### config.mk
export PLATFORM = sky130hd
export DESIGN_NAME = background_pixel_removal
export DESIGN_NICKNAME = d
export VERILOG_FILES = /design/src/design/bpr_pkg.sv /design/src/design/bpr_front.sv /design/src/design/bpr_shadow.sv /design/src/design/background_pixel_removal.sv
export VERILOG_INCLUDE_DIRS = /design/src /design/src/design
export SDC_FILE = /design/constraint.sdc
export NUM_CORES = 2
export LEC_CHECK = 0
export BUFFER_PORTS_ARGS = -buffer_cell sky130_fd_sc_hd__buf_2
export CORE_ASPECT_RATIO = 0.5
export CORE_MARGIN = 1.5
export CORE_UTILIZATION = 50
export CTS_BUF_LIST = sky130_fd_sc_hd__clkbuf_2
export CTS_CLUSTER_DIAMETER = 150
export DETAILED_ROUTE_END_ITERATION = 8
export GPL_ROUTABILITY_DRIVEN = 0
export PLACE_DENSITY = 0.77
export RECOVER_POWER = 100
export SYNTH_ARGS = -nofsm -noshare
export SYNTH_HDL_FRONTEND = slang
export SYNTH_SLANG_ARGS = --single-unit
### constraint.sdc
create_clock -name clk -period 5.8 [get_ports clk]
set_input_delay 0.58 -clock clk [delete_from_list [all_inputs] [get_ports clk]]
set_output_delay 0.58 -clock clk [all_outputs]
set_load 0.03 [all_outputs]
### src/design/background_pixel_removal_defines.svh
`ifndef BACKGROUND_PIXEL_REMOVAL_DEFINES_SVH
`define BACKGROUND_PIXEL_REMOVAL_DEFINES_SVH

// Same-cycle implication, disabled while reset is asserted
`define BPR_ASSERT_IMPLY(label, clk, rst_n, ante, cons) \
	label: assert property (@(posedge clk) disable iff (!rst_n) (ante) |-> (cons)) \
		else $error("property violated");

// Next-cycle implication, disabled while reset is asserted
`define BPR_ASSERT_NEXT(label, clk, rst_n, ante, cons) \
	label: assert property (@(posedge clk) disable iff (!rst_n) (ante) |=> (cons)) \
		else $error("property violated");

`endif

### src/design/bpr_pkg.sv
package bpr_pkg;

	localparam int PIX_W      = 8;
	localparam int SUM_W      = 10;
	localparam int PROD_W     = 2 * PIX_W;
	localparam int WIDE_W     = PROD_W + PIX_W;
	localparam int LUMA_W     = 9;
	localparam int CFG_IDX_W  = 1;
	localparam int CFG_DATA_W = 9;

	// floor(s/3) for s <= 765 as (s * 683) >> 11
	localparam int LUMA_RECIP = 683;
	localparam int LUMA_SHIFT = 11;

	localparam logic [CFG_IDX_W-1:0] REG_COLOR_THRESHOLD = 1'b0;
	localparam logic [CFG_IDX_W-1:0] REG_MIN_LUMA        = 1'b1;

	localparam logic [PIX_W-1:0]  THR_RESET  = 8'd30;
	localparam logic [LUMA_W-1:0] LUMA_RESET = 9'd0;

	typedef enum logic [1:0] {
		DEC_KEPT   = 2'd0,
		DEC_MATCH  = 2'd1,
		DEC_SHADOW = 2'd2
	} dec_t;

	typedef struct packed {
		logic [PIX_W-1:0] red;
		logic [PIX_W-1:0] green;
		logic [PIX_W-1:0] blue;
	} rgb_t;

	typedef struct packed {
		logic             valid;
		rgb_t             pix;
		logic [PIX_W-1:0] extra;
		rgb_t             bg;
		logic [PIX_W-1:0] y;
		logic [PIX_W-1:0] by;
		logic             match;
		logic             big;
	} front_t;

	typedef struct packed {
		logic              valid;
		rgb_t              pix;
		logic [PIX_W-1:0]  extra;
		logic              resolved;
		dec_t              dec;
		logic [WIDE_W-1:0] lhs_r;
		logic [WIDE_W-1:0] lhs_g;
		logic [WIDE_W-1:0] lhs_b;
		logic [WIDE_W-1:0] rhs;
	} shadow_t;

endpackage

### src/design/bpr_front.sv
module bpr_front (
	input  logic                       clk,
	input  logic                       arst_n,
	input  logic                       start,
	input  bpr_pkg::rgb_t              pix,
	input  logic [bpr_pkg::PIX_W-1:0]  extra,
	input  bpr_pkg::rgb_t              bg,
	input  logic [bpr_pkg::PIX_W-1:0]  thr,
	output bpr_pkg::front_t            st
);
	import bpr_pkg::*;

	logic             v_s1;
	rgb_t             pix_s1;
	rgb_t             bg_s1;
	logic [PIX_W-1:0] extra_s1;
	logic [PIX_W-1:0] dr_s1, dg_s1, db_s1;
	logic [SUM_W-1:0] sum_s1, bsum_s1;

	logic             v_s2;
	rgb_t             pix_s2;
	rgb_t             bg_s2;
	logic [PIX_W-1:0] extra_s2;
	logic [PIX_W-1:0] y_s2, by_s2;
	logic             match_s2, big_s2;

	logic [2*SUM_W-1:0] yp, byp;
	logic [PIX_W:0]     thr2;
	logic               match, big;

	function automatic logic [PIX_W-1:0] absdiff(input logic [PIX_W-1:0] a,
		input logic [PIX_W-1:0] b);
		absdiff = (a > b) ? a - b : b - a;
	endfunction

	always_ff @(posedge clk or negedge arst_n) begin
		if (!arst_n) begin
			v_s1 <= 1'b0;
			v_s2 <= 1'b0;
		end else begin
			v_s1 <= start;
			v_s2 <= v_s1;
		end
	end

	always_ff @(posedge clk) begin
		pix_s1   <= pix;
		bg_s1    <= bg;
		extra_s1 <= extra;
		dr_s1    <= absdiff(pix.red, bg.red);
		dg_s1    <= absdiff(pix.green, bg.green);
		db_s1    <= absdiff(pix.blue, bg.blue);
		sum_s1   <= SUM_W'(pix.red) + SUM_W'(pix.green) + SUM_W'(pix.blue);
		bsum_s1  <= SUM_W'(bg.red) + SUM_W'(bg.green) + SUM_W'(bg.blue);
	end

	// divide by three through the reciprocal
	assign yp   = (2*SUM_W)'(sum_s1) * (2*SUM_W)'(LUMA_RECIP);
	assign byp  = (2*SUM_W)'(bsum_s1) * (2*SUM_W)'(LUMA_RECIP);
	assign thr2 = {thr, 1'b0};

	assign match = (dr_s1 < thr) && (dg_s1 < thr) && (db_s1 < thr);
	assign big   = ({1'b0, dr_s1} > thr2) || ({1'b0, dg_s1} > thr2) ||
		({1'b0, db_s1} > thr2);

	always_ff @(posedge clk) begin
		pix_s2   <= pix_s1;
		bg_s2    <= bg_s1;
		extra_s2 <= extra_s1;
		y_s2     <= yp[LUMA_SHIFT +: PIX_W];
		by_s2    <= byp[LUMA_SHIFT +: PIX_W];
		match_s2 <= match;
		big_s2   <= big;
	end

	always_comb begin
		st.valid = v_s2;
		st.pix   = pix_s2;
		st.extra = extra_s2;
		st.bg    = bg_s2;
		st.y     = y_s2;
		st.by    = by_s2;
		st.match = match_s2;
		st.big   = big_s2;
	end

endmodule

### src/design/bpr_shadow.sv
module bpr_shadow (
	input  logic                       clk,
	input  logic                       arst_n,
	input  bpr_pkg::front_t            st_in,
	input  logic [bpr_pkg::PIX_W-1:0]  thr,
	input  logic [bpr_pkg::LUMA_W-1:0] min_luma,
	output bpr_pkg::shadow_t           st
);
	import bpr_pkg::*;

	logic              v_s3;
	rgb_t              pix_s3;
	logic [PIX_W-1:0]  extra_s3;
	logic [PROD_W-1:0] cr_s3, cg_s3, cb_s3;
	logic [PROD_W-1:0] br_s3, bgr_s3, bb_s3;
	logic [PROD_W-1:0] yby_s3;
	logic              res_s3;
	dec_t              dec_s3;

	logic              v_s4;
	rgb_t              pix_s4;
	logic [PIX_W-1:0]  extra_s4;
	logic              res_s4;
	dec_t              dec_s4;
	logic [WIDE_W-1:0] lhs_r_s4, lhs_g_s4, lhs_b_s4, rhs_s4;

	logic              dark, not_darker, zero;
	logic              res;
	dec_t              dec;

	function automatic logic [PROD_W-1:0] absdiff(input logic [PROD_W-1:0] a,
		input logic [PROD_W-1:0] b);
		absdiff = (a > b) ? a - b : b - a;
	endfunction

	assign dark = ({1'b0, st_in.by} < min_luma) || ({1'b0, st_in.y} < min_luma);
	// 2Y + T > 2bY keeps the pixel
	assign not_darker = (SUM_W'({st_in.y, 1'b0}) + SUM_W'(thr)) > SUM_W'({st_in.by, 1'b0});
	assign zero = (st_in.y == '0) || (st_in.by == '0);

	always_comb begin
		if (st_in.match) begin
			res = 1'b1;
			dec = DEC_MATCH;
		end else if (st_in.big || dark || not_darker || zero) begin
			res = 1'b1;
			dec = DEC_KEPT;
		end else begin
			res = 1'b0;
			dec = DEC_KEPT;
		end
	end

	always_ff @(posedge clk or negedge arst_n) begin
		if (!arst_n) begin
			v_s3 <= 1'b0;
			v_s4 <= 1'b0;
		end else begin
			v_s3 <= st_in.valid;
			v_s4 <= v_s3;
		end
	end

	always_ff @(posedge clk) begin
		pix_s3   <= st_in.pix;
		extra_s3 <= st_in.extra;
		cr_s3    <= PROD_W'(st_in.pix.red) * PROD_W'(st_in.by);
		cg_s3    <= PROD_W'(st_in.pix.green) * PROD_W'(st_in.by);
		cb_s3    <= PROD_W'(st_in.pix.blue) * PROD_W'(st_in.by);
		br_s3    <= PROD_W'(st_in.bg.red) * PROD_W'(st_in.y);
		bgr_s3   <= PROD_W'(st_in.bg.green) * PROD_W'(st_in.y);
		bb_s3    <= PROD_W'(st_in.bg.blue) * PROD_W'(st_in.y);
		yby_s3   <= PROD_W'(st_in.y) * PROD_W'(st_in.by);
		res_s3   <= res;
		dec_s3   <= dec;
	end

	// scale the cross difference by 256, the bound by T
	always_ff @(posedge clk) begin
		pix_s4   <= pix_s3;
		extra_s4 <= extra_s3;
		res_s4   <= res_s3;
		dec_s4   <= dec_s3;
		lhs_r_s4 <= {absdiff(cr_s3, br_s3), 8'd0};
		lhs_g_s4 <= {absdiff(cg_s3, bgr_s3), 8'd0};
		lhs_b_s4 <= {absdiff(cb_s3, bb_s3), 8'd0};
		rhs_s4   <= WIDE_W'(thr) * WIDE_W'(yby_s3);
	end

	always_comb begin
		st.valid    = v_s4;
		st.pix      = pix_s4;
		st.extra    = extra_s4;
		st.resolved = res_s4;
		st.dec      = dec_s4;
		st.lhs_r    = lhs_r_s4;
		st.lhs_g    = lhs_g_s4;
		st.lhs_b    = lhs_b_s4;
		st.rhs      = rhs_s4;
	end

endmodule

### src/design/background_pixel_removal.sv
// Channel   Ports                                      Handshake
// input     in_red in_green in_blue in_extra           start, taken when busy is low
//           bg_red bg_green bg_blue
// config    cfg_index cfg_data                         cfg_write, taken at once
// result    out_red out_green out_blue out_extra       done, one cycle, no stall
//           decision
//
// One pixel per clock; busy stays low, so every start beat is taken.
// Five register stages, s1 to s5; done is the s5 valid bit.
// The stages carry the luma divide, the cross products and T * Y * bY.
// Reset clears the valid bits and loads T = 30, min_luma = 0.
// The receiver cannot stall, so the pipeline never holds.
`include "background_pixel_removal_defines.svh"

module background_pixel_removal (
	input  logic                           clk,
	input  logic                           arst_n,
	input  logic                           start,
	output logic                           busy,
	input  logic [bpr_pkg::PIX_W-1:0]      in_red,
	input  logic [bpr_pkg::PIX_W-1:0]      in_green,
	input  logic [bpr_pkg::PIX_W-1:0]      in_blue,
	input  logic [bpr_pkg::PIX_W-1:0]      in_extra,
	input  logic [bpr_pkg::PIX_W-1:0]      bg_red,
	input  logic [bpr_pkg::PIX_W-1:0]      bg_green,
	input  logic [bpr_pkg::PIX_W-1:0]      bg_blue,
	input  logic                           cfg_write,
	input  logic [bpr_pkg::CFG_IDX_W-1:0]  cfg_index,
	input  logic [bpr_pkg::CFG_DATA_W-1:0] cfg_data,
	output logic                           done,
	output logic [bpr_pkg::PIX_W-1:0]      out_red,
	output logic [bpr_pkg::PIX_W-1:0]      out_green,
	output logic [bpr_pkg::PIX_W-1:0]      out_blue,
	output logic [bpr_pkg::PIX_W-1:0]      out_extra,
	output logic [1:0]                     decision
);
	import bpr_pkg::*;

	logic [PIX_W-1:0]  thr_q;
	logic [LUMA_W-1:0] min_luma_q;

	rgb_t    pix, bg;
	front_t  st_s2;
	shadow_t st_s4;

	logic             v_s5;
	logic [PIX_W-1:0] red_s5, green_s5, blue_s5, extra_s5;
	dec_t             dec_s5;
	dec_t             dec;
	logic             out_zero;

	assign busy = 1'b0;

	always_ff @(posedge clk or negedge arst_n) begin
		if (!arst_n) begin
			thr_q      <= THR_RESET;
			min_luma_q <= LUMA_RESET;
		end else if (cfg_write) begin
			case (cfg_index)
				REG_COLOR_THRESHOLD: thr_q      <= cfg_data[PIX_W-1:0];
				REG_MIN_LUMA:        min_luma_q <= cfg_data[LUMA_W-1:0];
				default: ;
			endcase
		end
	end

	assign pix = '{red: in_red, green: in_green, blue: in_blue};
	assign bg  = '{red: bg_red, green: bg_green, blue: bg_blue};

	bpr_front u_front (
		.clk    (clk),
		.arst_n (arst_n),
		.start  (start),
		.pix    (pix),
		.extra  (in_extra),
		.bg     (bg),
		.thr    (thr_q),
		.st     (st_s2)
	);

	bpr_shadow u_shadow (
		.clk      (clk),
		.arst_n   (arst_n),
		.st_in    (st_s2),
		.thr      (thr_q),
		.min_luma (min_luma_q),
		.st       (st_s4)
	);

	// shadow when every channel's chroma difference is under the bound
	always_comb begin
		if (st_s4.resolved) begin
			dec = st_s4.dec;
		end else if ((st_s4.lhs_r < st_s4.rhs) && (st_s4.lhs_g < st_s4.rhs) &&
			(st_s4.lhs_b < st_s4.rhs)) begin
			dec = DEC_SHADOW;
		end else begin
			dec = DEC_KEPT;
		end
	end

	always_ff @(posedge clk or negedge arst_n) begin
		if (!arst_n) begin
			v_s5 <= 1'b0;
		end else begin
			v_s5 <= st_s4.valid;
		end
	end

	// drop the pixel bytes unless kept
	always_ff @(posedge clk) begin
		dec_s5 <= dec;
		if (dec == DEC_KEPT) begin
			red_s5   <= st_s4.pix.red;
			green_s5 <= st_s4.pix.green;
			blue_s5  <= st_s4.pix.blue;
			extra_s5 <= st_s4.extra;
		end else begin
			red_s5   <= '0;
			green_s5 <= '0;
			blue_s5  <= '0;
			extra_s5 <= '0;
		end
	end

	assign done      = v_s5;
	assign out_red   = red_s5;
	assign out_green = green_s5;
	assign out_blue  = blue_s5;
	assign out_extra = extra_s5;
	assign decision  = dec_s5;

	assign out_zero = (out_red == '0) && (out_green == '0) && (out_blue == '0) &&
		(out_extra == '0);

	`BPR_ASSERT_NEXT(a_s4_beat_delivered, clk, arst_n, st_s4.valid, done)
	`BPR_ASSERT_NEXT(a_no_spurious_beat, clk, arst_n, !st_s4.valid, !done)
	`BPR_ASSERT_IMPLY(a_removed_is_zero, clk, arst_n, done && (decision != DEC_KEPT), out_zero)

endmodule
==> metrics.txt <==
Synth top cells by count=inv_1, ha_1, dfxtp_1; Starting Density=50.4%; Core Area=0.0836 mm2; hpwl dp=81500 um; number of global-route vias before repair=33000; DRC Markers=0; Placed Area=0.0439 mm2; Worst-Margin Slew=about 2.0 ns; Avg Vias per Cell=5.40; Setup CP Type=reg2reg; Final period util=between 90% and 100%; DR WL/cell=17.5 um; GR Util All Layers=24.4%; largest net degree at the start of global routing=36; top-count cell post-synth=inv_1; cell taking the most area after synthesis=dfxtp_1; # port buffers=104; Top FF cell, synth=dfxtp_1; hold-fix buffer count after cts=113; pre-CTS worst setup slack=0.747 ns; Syn. warnings=0; final setup TNS=0 ns; CP startpoint kind=flip-flop; Max Slew Vio Count=57; post-route setup slack=0.486 ns; status=complete, but fails checks; Max Clock Skew=0.107 ns; Max Fclk=188 MHz; post-CTS sizing=0; Sink Count=between 400 and 500; ys async rst share=between 4 and 5%; Post-Layout Cell Count=approximately 5900; failing checks=capacitance limit, slew limit; mean post-synth cell area=9.40 um2; RSZ-0062 raised after global routing=false; max cap viols=2; hold_sp=cfg_data[4]; initial antenna violation count=13; Routed Wire Length=104000 um; Worst EP arrival=6.47 ns; Mapped Area=between 0.04 and 0.05 mm2; EDFF count, synth=0; Syn-to-layout area delta=8.82%; Root Driver=clkbuf_2; Ports=106; Synth Register Bits=482; clk slew on worst S/H paths=0.11 ns; Worst setup startpoint=u_front.by_s2[0]; CTS Buf Count=111; Vias=about 32000; final hold violation count=0; clock period minus worst slack=5.31 ns; first-pass GRT wire length=168000 um; initial detailed-routing violation count=about 2500; GRT overflow=0; FF-to-FF Start=u_front.by_s2[0]; row count=75; maximum fanout along the worst path=15; Hold Crit Class=in2reg; placed cell count=approximately 5600; cells after synthesis=~4500; share of layout cells above drive strength 1=between 4 and 5%; fin area=0.0459 mm2; post-route ant nets=0; Net Count, Synth=roughly 5600; slew margin rel.=-30.9%; CTS Buffer Depth=3; overall die height=208 um; nets=about 6000; main area contributors after synthesis=dfxtp_1, ha_1, fa_1; Die X=414 um; CTS tree=built; crit end category=flip-flop; sequential area share after synthesis=23.2%; H-Tree Depth=3; Yosys cell types=82; Detailed Routing Iterations Pass 1=6; setup bufs post-CTS=0; worst endpoint required time=6.95 ns; Skew-Pair Late Insertion Delay=around 1.3 ns; area of the die=between 0.08 and 0.09 mm2; Final setup viols=0; Synth top area share=21.8%
worst paths after layout:
path / slack (ns) / endpoint / cells past startpoint
max in group asynchronous: 3.69 / thr_q[5] / 4
min reg2reg: 0.28 / u_front.st[35] / 0
min in group asynchronous: 0.62 / thr_q[1] / 3
min: 0.13 / min_luma_q[4] / 3
max reg2reg: 0.49 / u_shadow.yby_s3[14] / 17
max: 0.49 / u_shadow.yby_s3[14] / 17
per-stage QoR:
stage	utilization (%)	hold WS [ns]
finish	54.9	0.133
global route	54.9	0.0289
CTS	55.0	0.00147
detailed placement	52.4	0.312
global placement	52.4	0.310
floorplan	-	0.284
final cells by class:
cell class                      count  area [um2]
Multi-Input combinational cell   3124       29000
Clock inverter                     41         287
Timing Repair Buffer              248        1770
Tap cell                         1116        1400
Sequential cell                   482        9760
Fill cell                        7205       37700
Inverter                          764        2870
Antenna cell                       10        25.0
Clock buffer                      148         741
cells by family (layout without fill, tap and decap cells):
| family | Yosys count | in the layout | synth area share, % |
|---|---|---|---|
| and+or+nand+nor | 1127 | 1127 | 14.1 |
| adders and majority gates | 1096 | 1096 | 39.6 |
| buffers and inverters | 876 | 1201 | 7.93 |
| AOI/OAI and AO/OA | 646 | 646 | 9.75 |
| DFF | 482 | 482 | 23.2 |
| xor gates and xnor gates | 204 | 204 | 4.24 |
| muxes | 50 | 50 | 1.27 |
| other | 1 | 11 | 0.00890 |
flip-flops by register name, summed over array words and instances, names as in the netlist, 24 cells and up:
register	count
u_front.pix_s1	24
u_front.bg_s1	24
u_shadow.st	24
u_shadow.pix_s3	24
u_front.st	48
u_shadow.rhs_s4	24
per-layer routing:
layer / vias up / wire, um / GRT usage [%]
li1: 15000 / - / -
met1: 15500 / 45300 / 32.4
met2: 1197 / 46200 / 38.5
met3: 297 / 8580 / 5.91
met4: 6 / 3750 / 8.79
met5: - / 33 / 0
cells in the final DEF (no fill, tap or decap), drive strengths merged, types with 24 or more instances in the layout:
master and n:
nand3 31, a21oi 200, nand2b 39, dfxtp 460, a21o 104, clkinv 33, ha 701, and2 400
o21bai 36, xor2 57, nand4 45, buf 32, inv 767, nor3 44, nor2 136, mux2i 26
mux2 24, dlygate4sd3 115, nor2b 69, o21ai 132, xnor2 147, clkbuf 249, nand2 301, fa 395
worst max-delay path, stage by stage, from the launching register on:
cell and delay, ns:
dfxtp_1 0.91, clkbuf_1 0.71, and2_0 0.28, fa_1 0.43
ha_1 0.30, inv_1 0.05, fa_1 0.54, inv_1 0.06
ha_1 0.26, a21o_1 0.18, a21oi_1 0.21, nand2b_1 0.13
a21boi_0 0.11, o311a_1 0.34, o21a_1 0.19, o21ai_0 0.26
a21oi_1 0.13, xor2_1 0.16
Power is left out: the tool's default activity adds up to more than one toggle a clock period on the data nets, which glitch-free logic cannot reach.
